## src/design/spfdo_pkg.sv

```systemverilog
// Shared types and constants for the stereo pair ring buffer.
// Used by the sequencer, the output pipeline and the core through scoped names.
`default_nettype none
package spfdo_pkg;

    localparam int RING_DEPTH = 256;
    localparam int MAX_TAKE   = 64;
    localparam int ADDR_W     = $clog2(RING_DEPTH);
    localparam int CNT_W      = ADDR_W + 1;
    localparam int FILL_W     = 9;
    localparam int TAKE_W     = 7;
    localparam int SAMPLE_W   = 16;
    localparam int PAIR_W     = 2 * SAMPLE_W;
    localparam int WORD_W     = 32;
    localparam int KIND_W     = 2;

    localparam logic [KIND_W-1:0] KIND_RAW   = 2'd0;
    localparam logic [KIND_W-1:0] KIND_TAKE  = 2'd1;
    localparam logic [KIND_W-1:0] KIND_FLUSH = 2'd2;

    typedef enum logic {
        ST_IDLE,
        ST_ISSUE
    } ctrl_state_t;

    // One result request from the sequencer to the output pipeline.
    typedef struct packed {
        logic              valid;
        logic              pair;
        logic [FILL_W-1:0] fill;
        logic              last;
    } issue_t;

endpackage
`default_nettype wire

```

## src/design/spfdo_ctrl.sv

```systemverilog
// Sequencer: pairs channel words, keeps the ring counters, drives the RAM ports
// and issues result requests. Depends on spfdo_pkg.
`default_nettype none
module spfdo_ctrl (
    input  wire logic                              aclk,
    input  wire logic                              aresetn,
    input  wire logic                              in_valid,
    output logic                                   in_ready,
    input  wire logic [spfdo_pkg::KIND_W-1:0]      in_kind,
    input  wire logic [spfdo_pkg::WORD_W-1:0]      in_word,
    input  wire logic [spfdo_pkg::TAKE_W-1:0]      in_take,
    input  wire logic                              can_issue,
    output spfdo_pkg::issue_t                      iss,
    output logic                                   ram_we,
    output logic [spfdo_pkg::ADDR_W-1:0]           ram_waddr,
    output logic [spfdo_pkg::PAIR_W-1:0]           ram_wdata,
    output logic                                   ram_re,
    output logic [spfdo_pkg::ADDR_W-1:0]           ram_raddr
);

    spfdo_pkg::ctrl_state_t state_reg, state_next;

    logic [spfdo_pkg::CNT_W-1:0]    wr_reg, wr_next;
    logic [spfdo_pkg::CNT_W-1:0]    rd_reg, rd_next;
    logic [spfdo_pkg::SAMPLE_W-1:0] held_reg, held_next;
    logic                           lw_reg, lw_next;
    logic [spfdo_pkg::TAKE_W-1:0]   rem_reg, rem_next;
    logic                           pair_mode_reg, pair_mode_next;
    logic [spfdo_pkg::CNT_W-1:0]    nop_fill_reg, nop_fill_next;

    logic                           accept;
    logic [spfdo_pkg::CNT_W-1:0]    fill_now;
    logic [spfdo_pkg::CNT_W-1:0]    fill_after;
    logic [spfdo_pkg::TAKE_W-1:0]   take_sat;
    logic [spfdo_pkg::SAMPLE_W-1:0] sample;
    logic                           issue_fire;
    logic                           issue_last;

    assign accept     = in_valid && in_ready;
    assign fill_now   = wr_reg - rd_reg;
    assign fill_after = fill_now - spfdo_pkg::CNT_W'(1);
    assign sample     = in_word[spfdo_pkg::WORD_W-1 -: spfdo_pkg::SAMPLE_W];
    assign take_sat   = (in_take > spfdo_pkg::TAKE_W'(spfdo_pkg::MAX_TAKE))
                      ? spfdo_pkg::TAKE_W'(spfdo_pkg::MAX_TAKE) : in_take;
    assign issue_fire = (state_reg == spfdo_pkg::ST_ISSUE) && can_issue;
    assign issue_last = !pair_mode_reg || (rem_reg == spfdo_pkg::TAKE_W'(1))
                      || (fill_after == '0);

    // Next state.
    always_comb begin
        state_next = state_reg;
        case (state_reg)
            spfdo_pkg::ST_IDLE: begin
                if (accept && (in_kind == spfdo_pkg::KIND_TAKE ||
                               in_kind == spfdo_pkg::KIND_FLUSH)) begin
                    state_next = spfdo_pkg::ST_ISSUE;
                end
            end
            spfdo_pkg::ST_ISSUE: begin
                if (issue_fire && issue_last) begin
                    state_next = spfdo_pkg::ST_IDLE;
                end
            end
            default: state_next = spfdo_pkg::ST_IDLE;
        endcase
    end

    // Outputs.
    always_comb begin
        in_ready  = (state_reg == spfdo_pkg::ST_IDLE);
        iss.valid = (state_reg == spfdo_pkg::ST_ISSUE);
        iss.pair  = pair_mode_reg;
        iss.fill  = pair_mode_reg ? spfdo_pkg::FILL_W'(fill_after)
                                  : spfdo_pkg::FILL_W'(nop_fill_reg);
        iss.last  = issue_last;
        ram_re    = issue_fire && pair_mode_reg;
        ram_raddr = rd_reg[spfdo_pkg::ADDR_W-1:0];
        ram_waddr = wr_reg[spfdo_pkg::ADDR_W-1:0];
        ram_wdata = {held_reg, in_word[spfdo_pkg::WORD_W-1 -: spfdo_pkg::SAMPLE_W]};
        ram_we    = accept && (in_kind == spfdo_pkg::KIND_RAW) && in_word[0] && lw_reg;
    end

    // Datapath next values.
    always_comb begin
        wr_next        = wr_reg;
        rd_next        = rd_reg;
        held_next      = held_reg;
        lw_next        = lw_reg;
        rem_next       = rem_reg;
        pair_mode_next = pair_mode_reg;
        nop_fill_next  = nop_fill_reg;
        if (accept) begin
            case (in_kind)
                spfdo_pkg::KIND_RAW: begin
                    if (!in_word[0]) begin
                        held_next = sample;
                        lw_next   = 1'b1;
                    end else if (lw_reg) begin
                        lw_next = 1'b0;
                        wr_next = wr_reg + spfdo_pkg::CNT_W'(1);
                        // A full ring loses its oldest pair.
                        if (fill_now >= spfdo_pkg::CNT_W'(spfdo_pkg::RING_DEPTH)) begin
                            rd_next = rd_reg + spfdo_pkg::CNT_W'(1);
                        end
                    end
                end
                spfdo_pkg::KIND_TAKE: begin
                    rem_next      = take_sat;
                    nop_fill_next = fill_now;
                    pair_mode_next = (take_sat != '0) && (fill_now != '0);
                end
                spfdo_pkg::KIND_FLUSH: begin
                    rd_next        = wr_reg;
                    lw_next        = 1'b0;
                    pair_mode_next = 1'b0;
                    nop_fill_next  = '0;
                end
                default: begin
                end
            endcase
        end else if (issue_fire && pair_mode_reg) begin
            rd_next  = rd_reg + spfdo_pkg::CNT_W'(1);
            rem_next = rem_reg - spfdo_pkg::TAKE_W'(1);
        end
    end

    always_ff @(posedge aclk) begin
        if (!aresetn) begin
            state_reg     <= spfdo_pkg::ST_IDLE;
            wr_reg        <= '0;
            rd_reg        <= '0;
            held_reg      <= '0;
            lw_reg        <= 1'b0;
            pair_mode_reg <= 1'b0;
        end else begin
            state_reg     <= state_next;
            wr_reg        <= wr_next;
            rd_reg        <= rd_next;
            held_reg      <= held_next;
            lw_reg        <= lw_next;
            pair_mode_reg <= pair_mode_next;
        end
    end

    always_ff @(posedge aclk) begin
        rem_reg      <= rem_next;
        nop_fill_reg <= nop_fill_next;
    end

endmodule
`default_nettype wire

```

## config.mk

```make
export PLATFORM = sky130hd
export DESIGN_NAME = spfdo_ctrl
export DESIGN_NICKNAME = d
export VERILOG_FILES = /design/src/design/spfdo_pkg.sv /design/src/design/spfdo_ctrl.sv
export SDC_FILE = /design/constraint.sdc
export NUM_CORES = 1
export LEC_CHECK = 0
export BUFFER_PORTS_ARGS = -buffer_cell sky130_fd_sc_hd__buf_2
export CORE_ASPECT_RATIO = 1.1
export CORE_MARGIN = 4
export CORE_UTILIZATION = 30
export CTS_CLUSTER_SIZE = 28
export DETAILED_ROUTE_END_ITERATION = 7
export PLACE_DENSITY = 0.55
export SKIP_LAST_GASP = 1
export SYNTH_ARGS = -nofsm -noshare
export SYNTH_HDL_FRONTEND = slang
export SYNTH_SLANG_ARGS = --single-unit
export TNS_END_PERCENT = 5
```

## constraint.sdc

```tcl
create_clock -name aclk -period 5.6 [get_ports aclk]
set_clock_uncertainty 0.05 [all_clocks]
set_input_delay 0.84 -clock aclk [delete_from_list [all_inputs] [get_ports aclk]]
set_output_delay 0.84 -clock aclk [all_outputs]
set_load 0.05 [all_outputs]
```

==> impl_results.html <==
<table>
<tr><th>Metric</th><th>Value</th></tr>
<tr><th colspan="2">Routing</th></tr>
<tr><td>Highest routing layer actually used</td><td>met4</td></tr>
<tr><td>Sum of routed wire length over all layers</td><td>8130 µm</td></tr>
<tr><td>Number of detailed-routing iterations run before antenna repair</td><td>5</td></tr>
<tr><td>DR vias</td><td>2859</td></tr>
<tr><td>Post-route ant nets</td><td>0</td></tr>
<tr><td>Routed metal-1 wire length</td><td>3610 µm</td></tr>
<tr><td>Total length of routed met3 wires</td><td>573 µm</td></tr>
<tr><td>Number of violations reported at the end of detailed-routing iteration 0</td><td>133</td></tr>
<tr><td>Mean number of vias per cell</td><td>4.69</td></tr>
<tr><td>Metal2 WL</td><td>3840 µm</td></tr>
<tr><td>Drc violations</td><td>0</td></tr>
<tr><td>Routed len/inst</td><td>13.3 µm</td></tr>
<tr><th colspan="2">Timing</th></tr>
<tr><td>Clock period minus final worst setup slack</td><td>4.08 ns</td></tr>
<tr><td>Number of slew-limit violations in the final report</td><td>0</td></tr>
<tr><td>Worst-margin pin slew</td><td>1.06 ns</td></tr>
<tr><td>Number of failing setup endpoints in the final timing report</td><td>0</td></tr>
<tr><td>Max frequency</td><td>245 MHz</td></tr>
<tr><td>Total negative slack for setup checks</td><td>0 ns</td></tr>
<tr><td>RSZ-0062 raised after global routing</td><td>false</td></tr>
<tr><td>Final number of hold-violating endpoints</td><td>0</td></tr>
<tr><td>Tcrit/Tclk final</td><td>72.8%</td></tr>
<tr><td>Max-slew headroom</td><td>29.1%</td></tr>
<tr><th colspan="2">Global routing</th></tr>
<tr><td>Antenna violations before repair</td><td>0</td></tr>
<tr><td>Number of global-route vias before repair</td><td>2770</td></tr>
<tr><td>Grt total ovfl</td><td>0</td></tr>
<tr><td>Global-route wire length before repair</td><td>13200 µm</td></tr>
<tr><td>GRT Resource Usage Total</td><td>12.4%</td></tr>
<tr><td>Pin count of the biggest net entering global routing</td><td>35</td></tr>
<tr><th colspan="2">Floorplanning</th></tr>
<tr><td>Floorplan core area</td><td>11000 µm²</td></tr>
<tr><td>Die Wd</td><td>110 µm</td></tr>
<tr><td>Initial core utilization</td><td>31.0%</td></tr>
<tr><td>Site row count</td><td>40</td></tr>
<tr><td>Die height</td><td>120 µm</td></tr>
<tr><td>Die ar.</td><td>13200 µm²</td></tr>
<tr><td>Boundary pin count</td><td>108</td></tr>
<tr><th colspan="2">Setup path</th></tr>
<tr><td>Crit path cell chain</td><td>inv_1 &gt; ha_1 &gt; fa_1 &gt; and2b_1 &gt; o22a_1 &gt; xor2_1 &gt; a2111oi_2 &gt; nand3_1 &gt; xnor2_1 &gt; a21oi_1 &gt; buf_2</td></tr>
<tr><td>Required time worst endpoint</td><td>4.71 ns</td></tr>
<tr><td>Slowest stage cell on the critical path</td><td>a2111oi_2</td></tr>
<tr><td>Worst reg2reg startpoint</td><td>wr_reg[0]</td></tr>
<tr><td>Category of the worst setup path capture point</td><td>output pin</td></tr>
<tr><td>Crit Path Max Fanout</td><td>5</td></tr>
<tr><td>Kind of start point of the critical path</td><td>flip-flop</td></tr>
<tr><td>Launch point of the critical path</td><td>wr_reg[0]</td></tr>
<tr><td>Path type of the worst setup path</td><td>flip-flop to output pin</td></tr>
<tr><td>CP peak stage delay</td><td>0.44 ns</td></tr>
<tr><td>Arrival time of the worst setup path</td><td>3.19 ns</td></tr>
<tr><th colspan="2">CTS</th></tr>
<tr><td>Clock tree from TritonCTS</td><td>built</td></tr>
<tr><td>H-tree lvl count</td><td>2</td></tr>
<tr><td>Number of clock sinks</td><td>53</td></tr>
<tr><td>Number of hold-repair buffers added at the cts stage</td><td>0</td></tr>
<tr><td>TritonCTS Buffers</td><td>5</td></tr>
<tr><td>CTS clk-pin slew, worst paths</td><td>0.07 ns</td></tr>
<tr><td>Number of buffers inserted to repair setup after CTS</td><td>0</td></tr>
<tr><td>Clock root cell</td><td>clkbuf_16</td></tr>
<tr><td>Deepest clock path buffer count</td><td>2</td></tr>
<tr><td>Skew-Pair Late Insertion Delay</td><td>0.30 ns</td></tr>
<tr><td>Cells resized by post-CTS repair</td><td>0</td></tr>
<tr><th colspan="2">Synthesis</th></tr>
<tr><td>Post-synth EDFFs</td><td>16</td></tr>
<tr><td>Avg Synthesized Cell Area</td><td>8.29 µm²</td></tr>
<tr><td>Total nets after synthesis</td><td>476</td></tr>
<tr><td>Sequential area share after synthesis</td><td>35.8%</td></tr>
<tr><td>Cell taking the most area after synthesis</td><td>dfxtp_1</td></tr>
<tr><td>Number of synthesized register bits</td><td>53</td></tr>
<tr><td>Area share of the leading cell type in the synthesized netlist</td><td>21.7%</td></tr>
<tr><td>Distinct cells, synth</td><td>57</td></tr>
<tr><td>Largest cells by area after synthesis</td><td>dfxtp_1, edfxtp_1, buf_4</td></tr>
<tr><td>Cell area after synthesis</td><td>3420 µm²</td></tr>
<tr><td>Count of warnings emitted by yosys</td><td>0</td></tr>
<tr><td>Asr flop ratio synth</td><td>0%</td></tr>
<tr><td>Main flop type after synthesis</td><td>dfxtp_1</td></tr>
<tr><td>Post-Syn Instances</td><td>412</td></tr>
<tr><th colspan="2">Cells and area</th></tr>
<tr><td>Diodes inserted</td><td>0</td></tr>
<tr><td>Synth-to-layout area growth</td><td>13.9%</td></tr>
<tr><td>Nets</td><td>525</td></tr>
<tr><td>Max reg flops</td><td>16</td></tr>
<tr><td>Utilization of the core after routing</td><td>35.3%</td></tr>
<tr><td>Filler instances</td><td>1193</td></tr>
<tr><td>Share of final-layout standard cells stronger than drive strength 1</td><td>23.8%</td></tr>
<tr><th colspan="2">Worst hold path</th></tr>
<tr><td>Hold Startpoint</td><td>held_reg[9]</td></tr>
<tr><td>Class of the most critical hold timing path</td><td>flip-flop to flip-flop</td></tr>
<tr><th colspan="2">Place</th></tr>
<tr><td>Final weighted congestion in routability-driven placement</td><td>0.847</td></tr>
<tr><td>Number of port buffers</td><td>92</td></tr>
<tr><td>Dpl hpwl</td><td>6210 µm</td></tr>
<tr><th colspan="2">Flow run</th></tr>
<tr><td>Total of max-cap violations</td><td>0</td></tr>
<tr><th colspan="2">Pwr</th></tr>
<tr><td>PD cells</td><td>261 nW/µm²</td></tr>
<tr><td>Cell leakage power</td><td>0.00164 µW</td></tr>
<tr><td>IR Drop Worst-Case VDD</td><td>0.0000989 V</td></tr>
<tr><th colspan="2">Outcome</th></tr>
<tr><td>Status</td><td>complete, no violations</td></tr>
</table>
power by group:
part | internal [µW] | leakage (µW) | switching (µW)
clock network | 212 | 0.0000842 | 149
registers | 409 | 0.000450 | 10.5
logic | 70.0 | 0.00110 | 163
cell usage after synthesis (2+ instances only):
cell,count
xnor2_1,10
a21oi_1,36
nand2b_1,3
a211oi_1,4
o211ai_1,3
clkbuf_1,14
a31oi_1,2
o31ai_1,3
nand4_1,7
or3_1,4
nand3_1,5
xor2_1,11
or2_2,2
a21o_1,3
buf_6,2
mux2_2,2
o32ai_1,4
o21a_1,2
nor2_1,34
nand2_1,61
edfxtp_1,16
nand3b_1,6
dfxtp_1,37
inv_1,21
and2_1,3
nor3_1,9
nor2b_1,5
and3_1,8
buf_4,35
ha_1,18
o31a_1,2
o21ai_0,15
critical path, delay by kind of cell, from the launching register on:
family	cells	cell delay, ns
AO/OA/AOI/OAI	3	0.77
XOR/XNOR	2	0.33
adder cells (fa/ha/maj)	2	0.62
buffers and inverters	2	0.38
flip-flops	1	0.38
AND/OR/NAND/NOR	2	0.40
layout by cell type, fill, tap and decap left out, types with 10 or more instances in the layout:
| cell | count |
|---|---|
| buf_2 | 92 |
| dfxtp_1 | 37 |
| ha_1 | 18 |
| inv_1 | 21 |
| nor2_1 | 34 |
| a21oi_1 | 36 |
| xnor2_1 | 10 |
| nand2_1 | 61 |
| xor2_1 | 11 |
| o21ai_0 | 15 |
| edfxtp_1 | 16 |
area by class of cell:
cell class | instances | area (µm²) | area share, %
clock buffers | 5 | 125 | 3.22
clock inverters | 3 | 43.8 | 1.13
inverters | 22 | 82.6 | 2.12
multi-input cells | 285 | 1760 | 45.2
flip-flops and latches | 53 | 1220 | 31.4
well taps | 147 | 184 | 4.73
repair buffers | 94 | 475 | 12.2
worst paths after layout:
path | to | slack (ns) | depth (start not counted)
max | iss[9] | 1.52 | 11
min | held_reg[9] | 0.41 | 2
max reg2reg | rd_reg[0] | 2.59 | 10
min reg2reg | held_reg[9] | 0.41 | 2
logic make-up (layout without fill, tap and decap cells):
group | Yosys count | count (layout) | share of synthesized area [%]
XOR/XNOR | 22 | 22 | 5.86
buffers and inverters | 74 | 124 | 12.7
AND/OR/NAND/NOR | 152 | 152 | 20.7
multiplexers | 3 | 3 | 0.952
flip-flops | 53 | 53 | 35.8
AO/OA/AOI/OAI | 89 | 89 | 16.8
adder cells (fa/ha/maj) | 19 | 19 | 7.18
layer usage:
metal / GRT usage [%] / vias to the layer above
li1: - / 1492
met1: 15.4 / 1284
met2: 20.7 / 77
met3: 3.44 / 6
met4: 3.74 / 0
met5: 0 / -
stage by stage:
stage / instance area, µm² / power [µW] / worst slack [ns] / hold WS [ns] / std cells
after floorplan: 3420 / 621 / 1.72 / 0.404 / 412
after global placement: 3720 / 662 / 1.83 / 0.392 / 601
after detailed placement: 3720 / 664 / 1.84 / 0.398 / 601
after CTS: 3890 / 1030 / 1.50 / 0.408 / 609
after global routing: 3890 / 1060 / 1.27 / 0.430 / 609
final: 3890 / 1010 / 1.52 / 0.407 / 609
No activity file was read; power rests on OpenSTA's default activity.
