File: src/design/spfdo_pkg.sv
// Shared types and constants for the stereo pair ring buffer.
// Used by the sequencer, the output pipeline and the core through scoped names.
`default_nettype none
package spfdo_pkg;

    localparam int RING_DEPTH = 256;
    localparam int MAX_TAKE   = 64;
    localparam int ADDR_W     = $clog2(RING_DEPTH);
    localparam int CNT_W      = ADDR_W + 1;
    localparam int FILL_W     = 9;
    localparam int TAKE_W     = 7;
    localparam int SAMPLE_W   = 16;
    localparam int PAIR_W     = 2 * SAMPLE_W;
    localparam int WORD_W     = 32;
    localparam int KIND_W     = 2;

    localparam logic [KIND_W-1:0] KIND_RAW   = 2'd0;
    localparam logic [KIND_W-1:0] KIND_TAKE  = 2'd1;
    localparam logic [KIND_W-1:0] KIND_FLUSH = 2'd2;

    typedef enum logic {
        ST_IDLE,
        ST_ISSUE
    } ctrl_state_t;

    // One result request from the sequencer to the output pipeline.
    typedef struct packed {
        logic              valid;
        logic              pair;
        logic [FILL_W-1:0] fill;
        logic              last;
    } issue_t;

endpackage
`default_nettype wire

File: src/design/spfdo_out.sv
// Two-stage result pipeline: the RAM read stage and the output register.
// Depends on spfdo_pkg.
`default_nettype none
module spfdo_out (
    input  wire logic                          aclk,
    input  wire logic                          aresetn,
    input  wire spfdo_pkg::issue_t             iss,
    output logic                               can_issue,
    input  wire logic [spfdo_pkg::PAIR_W-1:0]  ram_q,
    output logic                               m_axis_tvalid,
    input  wire logic                          m_axis_tready,
    output logic [47:0]                        m_axis_tdata,
    output logic                               m_axis_tuser,
    output logic                               m_axis_tlast
);

    logic                          s1_valid_reg;
    logic                          s1_pair_reg;
    logic [spfdo_pkg::FILL_W-1:0]  s1_fill_reg;
    logic                          s1_last_reg;

    logic                          m_valid_reg;
    logic [spfdo_pkg::PAIR_W-1:0]  m_pair_reg;
    logic [spfdo_pkg::FILL_W-1:0]  m_fill_reg;
    logic                          m_user_reg;
    logic                          m_last_reg;

    logic                          s2_load;

    assign s2_load   = s1_valid_reg && (!m_valid_reg || m_axis_tready);
    assign can_issue = !s1_valid_reg || s2_load;

    always_ff @(posedge aclk) begin
        if (!aresetn) begin
            s1_valid_reg <= 1'b0;
            m_valid_reg  <= 1'b0;
        end else begin
            if (can_issue) begin
                s1_valid_reg <= iss.valid;
            end
            if (s2_load) begin
                m_valid_reg <= 1'b1;
            end else if (m_axis_tready) begin
                m_valid_reg <= 1'b0;
            end
        end
    end

    always_ff @(posedge aclk) begin
        if (can_issue && iss.valid) begin
            s1_pair_reg <= iss.pair;
            s1_fill_reg <= iss.fill;
            s1_last_reg <= iss.last;
        end
        if (s2_load) begin
            m_pair_reg <= s1_pair_reg ? ram_q : '0;
            m_fill_reg <= s1_fill_reg;
            m_user_reg <= s1_pair_reg;
            m_last_reg <= s1_last_reg;
        end
    end

    assign m_axis_tvalid = m_valid_reg;
    // Low half of the pair word is the right sample, high half the left.
    assign m_axis_tdata  = {7'd0, m_fill_reg, m_pair_reg[spfdo_pkg::SAMPLE_W-1:0],
                            m_pair_reg[spfdo_pkg::PAIR_W-1 -: spfdo_pkg::SAMPLE_W]};
    assign m_axis_tuser  = m_user_reg;
    assign m_axis_tlast  = m_last_reg;

endmodule
`default_nettype wire

File: config.mk
export PLATFORM = sky130hd
export DESIGN_NAME = spfdo_out
export DESIGN_NICKNAME = d
export VERILOG_FILES = /design/src/design/spfdo_pkg.sv /design/src/design/spfdo_out.sv
export SDC_FILE = /design/constraint.sdc
export NUM_CORES = 1
export LEC_CHECK = 0
export ABC_AREA = 1
export BUFFER_PORTS_ARGS = -buffer_cell sky130_fd_sc_hd__buf_2
export CORE_ASPECT_RATIO = 1.75
export CORE_UTILIZATION = 48
export CTS_CLUSTER_DIAMETER = 40
export CTS_CLUSTER_SIZE = 24
export DETAILED_ROUTE_END_ITERATION = 16
export GPL_ROUTABILITY_DRIVEN = 0
export PLACE_DENSITY = 0.8
export SYNTH_ARGS = -nofsm -noshare
export SYNTH_HDL_FRONTEND = slang
export SYNTH_SLANG_ARGS = --single-unit
File: constraint.sdc
create_clock -name aclk -period 5.4 [get_ports aclk]
set_input_delay 0.27 -clock aclk [delete_from_list [all_inputs] [get_ports aclk]]
set_output_delay 0.27 -clock aclk [all_outputs]
set_load 0.03 [all_outputs]
==> flow_metrics.py, run 1 <==
metrics = {
    "synth": {
        "ys.flop_type": "edfxtp_1",
        "yosysTopAreaCellShare_pct": 79.6,
        "synth_top_area_cell": "edfxtp_1",
        "syn_area_per_cell_um2": 14.4,
        "synth_area_mm2": 0.00204,
        "synth_common_cells": "54 x edfxtp_1, 37 x inv_1, 34 x nand2_1, 7 x buf_4",
        "ys_types": 9,
        "synth.most_common_cell": "edfxtp_1",
        "synthTopCellsByArea": "edfxtp_1 80%, inv_1 6.8%, nand2_1 6.3%",
        "syn_inst": 142,
        "ys_seq_elements": 56,
        "ys_warn_count": 0,
        "synth_edf_count": 54,
        "async_flop_share_pct": 0,
        "yosysSeqAreaShare_pct": 81.5,
    },
    "cells_and_area": {
        "nets": 284,
        "area_growth_pct": 27.7,
        "fin_util_pct": 63.3,
        "largest_reg_flops": 32,
        "drive_above_1_share_pct": 42.4,
        "stdcell_count": 287,
        "antenna_cells": 0,
    },
    "power": {
        "p_leak_nw": 1.32,
        "cellPowerDensity_mw_per_mm2": 314,
        "peakVddDrop_uv": 247,
    },
    "global_routing": {
        "antenna_found_initial": 0,
        "grtUsageMet1_pct": 14.9,
        "grt_pass1_wl_mm": 4.97,
        "grt_usage_pct": 15.5,
        "overflow": 0,
        "grt_max_degree": 44,
        "grt_pass1_vias": 1166,
        "use_met3_pct": 4.17,
        "grt.busiest_layer": "met2",
        "grt_use_met2_pct": 28.9,
    },
    "drt": {
        "first_iter_violations": 22,
        "drc": 0,
        "wl_per_cell_um": 11.4,
        "firstDrtPassIters": 6,
        "routed_via_density": 4.27,
        "num_vias": 1225,
        "ant_nets": 0,
        "routed_wl_mm": 3.28,
    },
    "sta": {
        "maxSlewViolCount": 0,
        "worst_hold_slack_ns": 0.139,
        "worst_pin_slew_ns": 1.01,
        "fin_crit_ns": 1.38,
        "fin_skew_ns": 0.00812,
        "max_freq_mhz": 727,
        "setup_viol": 0,
        "post-route-worst-setup-slack_ns": 4.02,
        "hold_violations": 0,
        "slew_headroom_pct": 32.6,
        "rsz0062_at_grt": "no",
        "fin_crit_sh_pct": 25.5,
        "finalSetupTns_ns": 0,
    },
    "worst_setup_path": {
        "r2r_slack_ns": 4.02,
        "critPathRequiredTime_ns": 5.36,
        "critPathArrivalTime_ns": 1.33,
        "cp-start-kind": "register",
        "worst-setup-path-type": "register to register",
        "cp-end-kind": "register",
        "cp_max_fo": 33,
    },
    "clocking": {
        "cts.repair.resized": 0,
        "clk_path_buf_depth": 2,
        "cts_hold_buffers": 0,
        "cts_tree": "done",
        "numCtsBuffers": 5,
        "post_cts_buffers": 0,
        "insertion_delay_ns": 0.30,
        "cts-root-buf": "clkbuf_8",
        "cts.clk_slew.worst_paths_ns": 0.09,
        "cts_sinks": 56,
        "htree_levels": 2,
    },
    "placement": {
        "place_ws_ns": 4.03,
        "dp_hpwl_mm": 2.47,
        "io_buffers": 91,
        "dp.cells": 279,
    },
    "floorplanning": {
        "rows": 31,
        "dieArea_mm2": 0.00452,
        "initial_core_util_pct": 49.6,
        "core-area_mm2": 0.00411,
        "io_pins": 99,
        "die_w_um": 51.3,
        "die_y_um": 88.2,
    },
    "hold_path": {
        "hold_path.class": "primary input to register",
    },
    "job": {
        "drv_cap": 0,
    },
    "outcome": {
        "status": "complete, no violations",
    },
}
## power by group
group / internal [mW] / switching (mW) / total, mW / leakage [nW]
combinational: 0.0273 / 0.0617 / 0.0889 / 0.747
sequential: 0.501 / 0.00894 / 0.510 / 0.536
clock: 0.0919 / 0.127 / 0.219 / 0.0404
## routing by layer
metal | routed length, um | share of wire (%) | up-vias
li1 | - | - | 618
met1 | 1110 | 34 | 551
met2 | 1890 | 58 | 48
met3 | 198 | 6.0 | 8
met4 | 73 | 2.2 | 0
met5 | 0 | 0 | -
## through the flow
stage	power [mW]	area (um2)
floorplan	0.581	2060
global placement	0.607	2510
detailed placement	0.610	2510
CTS	0.828	2600
global route	0.852	2600
finish	0.818	2600
## final timing paths
kind | from | cells after the start | end
max reg2reg | s1_pair_reg$_DFFE_PP_ | 0 | m_axis_tuser$_DFFE_PP_
min | iss[8] | 1 | s1_fill_reg[7]$_DFFE_PP_
min reg2reg | s1_fill_reg[7]$_DFFE_PP_ | 0 | m_fill_reg[7]$_DFFE_PP_
max | s1_pair_reg$_DFFE_PP_ | 0 | m_axis_tuser$_DFFE_PP_
## cell families (layout without fill, tap and decap cells)
| logic type | count (synthesis) | in the layout | synth area share (%) |
|---|---|---|---|
| AO/OA/AOI/OAI | 3 | 3 | 0.736 |
| buffers and inverters | 47 | 137 | 11.0 |
| AND/OR/NAND/NOR | 35 | 35 | 6.51 |
| flip-flops | 56 | 56 | 81.5 |
| other | 1 | 7 | 0.184 |
## placed cells by master, fill, tap and decap left out
cell and instances:
buf_2 91, edfxtp_1 54, a21oi_4 1, clkbuf_8 5, conb_1 7, clkinvlp_4 2, clkinv_4 1, buf_4 1
a21oi_1 2, inv_1 37, dfxtp_1 2, nand3_1 1, nand2_1 34
## layout make-up
| type | instances | area (um2) |
|---|---|---|
| repair buffers | 92 | 463 |
| fillers | 364 | 1510 |
| multi-input cells | 45 | 185 |
| clock buffers | 5 | 68.8 |
| well taps | 49 | 61.3 |
| clock inverters | 3 | 23.8 |
| flip-flops and latches | 56 | 1660 |
| inverters | 37 | 139 |
No activity file was read; power rests on OpenSTA's default activity.
==> run 2, diff against run 1 <==
--- a/config.mk
+++ b/config.mk
@@ -8,12 +8,12 @@
 export ABC_AREA = 1
 export BUFFER_PORTS_ARGS = -buffer_cell sky130_fd_sc_hd__buf_2
 export CORE_ASPECT_RATIO = 1.75
-export CORE_UTILIZATION = 48
+export CORE_UTILIZATION = 41
 export CTS_CLUSTER_DIAMETER = 40
 export CTS_CLUSTER_SIZE = 24
 export DETAILED_ROUTE_END_ITERATION = 16
 export GPL_ROUTABILITY_DRIVEN = 0
-export PLACE_DENSITY = 0.8
+export PLACE_DENSITY = 0.72
 export SYNTH_ARGS = -nofsm -noshare
 export SYNTH_HDL_FRONTEND = slang
 export SYNTH_SLANG_ARGS = --single-unit
==> constraint.sdc (replaced) <==
create_clock -name aclk -period 1.1 [get_ports aclk]
set_input_delay 0.055 -clock aclk [delete_from_list [all_inputs] [get_ports aclk]]
set_output_delay 0.055 -clock aclk [all_outputs]
set_load 0.03 [all_outputs]
==> run 2 against run 1 <==
- global-route usage decreased by 2.1 points
- die area increased by 17%
- setup slack got worse by 4.0 ns
- sequential power increased to 4.9 times the previous value
- final cell count increased by 9.4%
- wire length increased by 12%
- highest routed layer unchanged
- combinational power increased to 6.1 times the previous value
==> flow_metrics.py, run 2 (synthesis gave the netlist of run 1 again) <==
metrics = {
    "floorplanning": {
        "io_pins": 99,
        "die_w_um": 55.3,
        "die_y_um": 95.3,
        "rows": 33,
        "core-area_mm2": 0.00475,
        "initial_core_util_pct": 42.9,
        "dieArea_mm2": 0.00527,
    },
    "worst_setup_path": {
        "critical_path_buf_inv_count": 1,
        "crit-reg2reg-launch": "s1_valid_reg$_SDFFE_PN0P_",
        "worst-setup-path-type": "register to primary output",
        "cp-end-kind": "primary output",
        "r2r_end": "m_pair_reg[18]$_SDFFCE_PN0P_",
        "cp_top_family": "flip-flops",
        "r2r_slack_ns": 0.05,
        "startpoint": "m_axis_tvalid$_SDFFE_PN0P_",
        "crit_chain": "nand3_1 -> buf_2",
        "slowest_stage": "dfxtp_4",
        "critPathArrivalTime_ns": 0.99,
        "r2r_cells": 3,
        "cp_max_fo": 4,
        "max_stage_delay_ns": 0.37,
        "cp-start-kind": "register",
        "critPathRequiredTime_ns": 1.04,
    },
    "clocking": {
        "numCtsBuffers": 5,
        "post_cts_buffers": 0,
        "htree_levels": 2,
        "cts.clk_slew.worst_paths_ns": 0.10,
        "cts_sinks": 56,
        "cts-root-buf": "clkbuf_8",
        "cts_tree": "done",
        "insertion_delay_ns": 0.30,
        "clk_path_buf_depth": 2,
    },
    "cells_and_area": {
        "most-common-layout-cells": "91 x buf_2, 54 x edfxtp_1, 36 x inv_1",
        "fin_util_pct": 61.2,
        "nets": 308,
        "largest_reg_flops": 32,
        "final_area_mm2": 0.00290,
        "antenna_cells": 0,
        "stdcell_count": 314,
        "area_growth_pct": 42.5,
        "drive_above_1_share_pct": 41.2,
        "final.fill_count": 369,
        "final_common_cell": "buf_2",
    },
    "global_routing": {
        "grt_pass1_vias": 1189,
        "grt_pass1_wl_mm": 5.11,
        "grt_max_degree": 30,
        "antenna_found_initial": 0,
        "grt_usage_pct": 13.3,
        "overflow": 0,
    },
    "hold_path": {
        "hold-path-endpoint": "m_pair_reg[7]$_SDFFCE_PN0P_",
        "min_from": "ram_q[7]",
        "min_path_cells": 3,
        "hold_path.class": "primary input to register",
    },
    "sta": {
        "fin_crit_sh_pct": 95.2,
        "finalSetupTns_ns": 0,
        "fin_skew_ns": 0.00907,
        "hold_violations": 0,
        "post-route-worst-setup-slack_ns": 0.0524,
        "fin_crit_ns": 1.05,
        "setup_viol": 0,
        "max_freq_mhz": 955,
        "rsz0062_at_grt": "no",
        "maxSlewViolCount": 0,
        "worst_hold_slack_ns": 0.00368,
    },
    "drt": {
        "ant_nets": 0,
        "firstDrtPassIters": 4,
        "routed_via_density": 4.20,
        "wl_per_cell_um": 11.7,
        "first_iter_violations": 26,
        "drc": 0,
        "routed_wl_mm": 3.68,
        "num_vias": 1320,
    },
    "placement": {
        "io_buffers": 91,
        "dp_hpwl_mm": 2.57,
        "dpl_cell_area_mm2": 0.00257,
        "dp.cells": 286,
        "place_ws_ns": 0.00851,
    },
    "job": {
        "drv_cap": 0,
    },
    "power": {
        "peakVddDrop_uv": 1250,
        "cellPowerDensity_mw_per_mm2": 1530,
        "p_total_mw": 4.44,
        "p_leak_nw": 1.46,
    },
    "outcome": {
        "status": "complete, no violations",
    },
}
run 2: how the worst max path moves through the flow:
stage,to,slack (ns),depth (start not counted)
floorplan,m_axis_tlast$_DFFE_PP_,-0.45,1
global placement,m_pair_reg[14]$_SDFFCE_PN0P_,0.04,3
detailed placement,m_pair_reg[16]$_SDFFCE_PN0P_,0.009,3
CTS,m_fill_reg[8]$_DFFE_PP_,0.01,3
global route,can_issue,0.003,2
finish,can_issue,0.05,2
run 2: layout make-up:
cell class	count	area (um2)	share of cell area, %
Clock buffer	7	96.3	3.32
Multi-Input combinational cell	45	185	6.38
Tap cell	52	65.1	2.24
Clock inverter	1	30.0	1.03
Timing Repair Buffer	116	722	24.9
Inverter	37	139	4.78
Sequential cell	56	1670	57.4
run 2: worst register-to-register path, cell delays in order (launching register included):
cell and delay (ns):
dfxtp_2 0.34, inv_2 0.05, a21oi_4 0.15, buf_12 0.21
run 2: where the power goes:
part,internal [mW],switching [mW],total [mW]
clock network,0.803,0.611,1.41
logic,0.202,0.338,0.540
registers,2.46,0.0271,2.49
run 2: metal layers:
metal	vias to the layer above	global-route usage (%)	share of wire, %
met3	5	3.53	5.7
met4	0	8.13	1.8
li1	669	-	-
met2	50	26.0	57
met5	-	0	0
met1	596	11.9	35
run 2: what timing repair did:
item                                    4_1_cts  5_1_grt
endpoints found under the hold margin        20        0
endpoints found under the setup margin        5       43
hold buffers                                 20        0
resized for setup                             1        2
==> run 3, diff against run 2 <==
--- a/config.mk
+++ b/config.mk
@@ -8,12 +8,12 @@
 export ABC_AREA = 1
 export BUFFER_PORTS_ARGS = -buffer_cell sky130_fd_sc_hd__buf_2
 export CORE_ASPECT_RATIO = 1.75
-export CORE_UTILIZATION = 41
+export CORE_UTILIZATION = 48
 export CTS_CLUSTER_DIAMETER = 40
 export CTS_CLUSTER_SIZE = 24
 export DETAILED_ROUTE_END_ITERATION = 16
 export GPL_ROUTABILITY_DRIVEN = 0
-export PLACE_DENSITY = 0.72
+export PLACE_DENSITY = 0.8
 export SYNTH_ARGS = -nofsm -noshare
 export SYNTH_HDL_FRONTEND = slang
 export SYNTH_SLANG_ARGS = --single-unit
==> constraint.sdc (replaced) <==
create_clock -name aclk -period 1.3 [get_ports aclk]
set_input_delay 0.065 -clock aclk [delete_from_list [all_inputs] [get_ports aclk]]
set_output_delay 0.065 -clock aclk [all_outputs]
set_load 0.03 [all_outputs]
==> run 3 against run 2 <==
- critical endpoint is now s1_last_reg$_DFFE_PP_
- sequential share of layout area increased by 3.1 points
- first-iteration DRC count decreased by 3.8%
- critical path type is now register to register
- critical path depth increased by 1
- non-clock buffer count decreased by 9
- register-to-register slack improved by 0.03 ns
- global-route usage increased by 4.4 points
- design area decreased by 5.3%
- final cell count decreased by 3.8%
==> flow_metrics.py, run 3 (synthesis gave the netlist of run 1 again) <==
metrics = {
    "cells_and_area": {
        "largest_reg_flops": 32,
        "most-common-layout-cells": "91 x buf_2, 54 x edfxtp_1, 37 x inv_1",
        "antenna_cells": 0,
        "drive_above_1_share_pct": 41.1,
        "area_growth_pct": 35.0,
        "final.fill_count": 313,
        "nets": 299,
        "final_common_cell": "buf_2",
        "final_area_mm2": 0.00275,
    },
    "drt": {
        "routed_via_density": 4.37,
        "ant_nets": 0,
        "drc": 0,
        "num_vias": 1320,
        "firstDrtPassIters": 4,
        "routed_wl_mm": 3.72,
        "first_iter_violations": 25,
        "wl_per_cell_um": 12.3,
    },
    "clocking": {
        "cts.clk_slew.worst_paths_ns": 0.09,
        "clk_path_buf_depth": 2,
        "insertion_delay_ns": 0.30,
        "numCtsBuffers": 5,
        "cts_tree": "done",
        "cts-root-buf": "clkbuf_8",
        "cts_sinks": 56,
        "post_cts_buffers": 0,
        "htree_levels": 2,
    },
    "worst_setup_path": {
        "critPathRequiredTime_ns": 1.26,
        "critPathArrivalTime_ns": 1.18,
        "max_stage_delay_ns": 0.37,
        "critical_path_buf_inv_count": 1,
        "crit_chain": "nand3_1 -> nand2_1 -> inv_1",
        "cp_max_fo": 11,
        "cp-start-kind": "register",
        "slowest_stage": "dfxtp_4",
        "worst-setup-path-type": "register to register",
        "cp-end-kind": "register",
        "cp_top_family": "flip-flops",
    },
    "placement": {
        "dp_hpwl_mm": 2.66,
        "io_buffers": 91,
        "dpl_cell_area_mm2": 0.00255,
    },
    "sta": {
        "fin_crit_sh_pct": 93.7,
        "hold_violations": 0,
        "rsz0062_at_grt": "no",
        "maxSlewViolCount": 0,
        "fin_crit_ns": 1.22,
        "fin_skew_ns": 0.00567,
        "setup_viol": 0,
        "max_freq_mhz": 821,
    },
    "global_routing": {
        "antenna_found_initial": 0,
        "grt_usage_pct": 17.7,
        "overflow": 0,
        "grt_pass1_wl_mm": 5.64,
        "grt_pass1_vias": 1272,
        "grt_max_degree": 28,
    },
    "floorplanning": {
        "io_pins": 99,
        "dieArea_mm2": 0.00452,
        "die_y_um": 88.2,
        "initial_core_util_pct": 49.6,
        "die_w_um": 51.3,
        "rows": 31,
        "core-area_mm2": 0.00411,
    },
    "power": {
        "p_leak_nw": 1.40,
        "p_total_mw": 3.40,
        "cellPowerDensity_mw_per_mm2": 1240,
        "peakVddDrop_uv": 1000,
    },
    "outcome": {
        "status": "complete, no violations",
    },
    "job": {
        "drv_cap": 0,
    },
    "hold_path": {
        "hold_path.class": "primary input to register",
    },
}
[run 3: cell types whose count changed in the layout (fill, tap and decap cells not counted), sizes merged]
| cell | previous run | this run |
|---|---|---|
| bufinv | 1 | 0 |
| clkbuf | 7 | 5 |
| dlygate4sd3 | 20 | 12 |
| clkinv | 0 | 3 |
| buf | 96 | 95 |
[run 3: layout make-up]
type / instances / area [um2] / share of cell area [%]
flip-flops and latches: 56 / 1670 / 60.5
repair buffers: 107 / 618 / 22.5
multi-input cells: 45 / 185 / 6.73
inverters: 37 / 139 / 5.05
clock buffers: 5 / 68.8 / 2.50
well taps: 49 / 61.3 / 2.23
clock inverters: 3 / 13.8 / 0.500
[run 3: tightest hold or removal path, delay by kind of cell]
kind | cells | cell delay (ns)
simple gates | 1 | 0.04
buf+inv | 2 | 0.11
[run 3: worst paths after layout]
path | from | to | slack [ns] | cells after the start
max | m_axis_tvalid$_SDFFE_PN0P_ | s1_last_reg$_DFFE_PP_ | 0.08 | 3
min | ram_q[30] | m_pair_reg[30]$_SDFFCE_PN0P_ | 0.02 | 3
max reg2reg | m_axis_tvalid$_SDFFE_PN0P_ | s1_last_reg$_DFFE_PP_ | 0.08 | 3
min reg2reg | s1_fill_reg[0]$_DFFE_PP_ | m_fill_reg[0]$_DFFE_PP_ | 0.43 | 0
[run 3: power by group]
| part | switching, mW | internal, mW |
|---|---|---|
| sequential | 0.0233 | 2.08 |
| combinational | 0.284 | 0.147 |
| clock | 0.498 | 0.367 |
| total | 0.805 | 2.59 |
[run 3: what timing repair did]
item / in CTS / in global routing
hold endpoints to repair: 12 / 0
hold buffers: 12 / 0
gates resized for setup: 0 / 0
[run 3: routing by layer]
| metal | up-vias | share of wire (%) | global-route usage (%) |
|---|---|---|---|
| li1 | 653 | - | - |
| met1 | 596 | 36 | 17.8 |
| met2 | 62 | 56 | 32.7 |
| met3 | 9 | 6.2 | 4.34 |
| met4 | 0 | 2.2 | 9.34 |
| met5 | - | 0 | 0 |
[run 3: through the flow]
stage | std cells | util [%] | setup slack, ns | hold slack (ns) | TNS (ns)
2_1_floorplan | 148 | - | -0.253 | 0.164 | -11.56
3_3_place_gp | 282 | 62.0 | 0.169 | 0.246 | 0
3_5_place_dp | 282 | 62.0 | 0.0835 | 0.243 | 0
4_1_cts | 302 | 66.9 | 0.0711 | 0.00657 | 0
5_1_grt | 302 | 66.9 | 0.00357 | 0.0193 | 0
6_report | 302 | 66.9 | 0.0817 | 0.0189 | 0
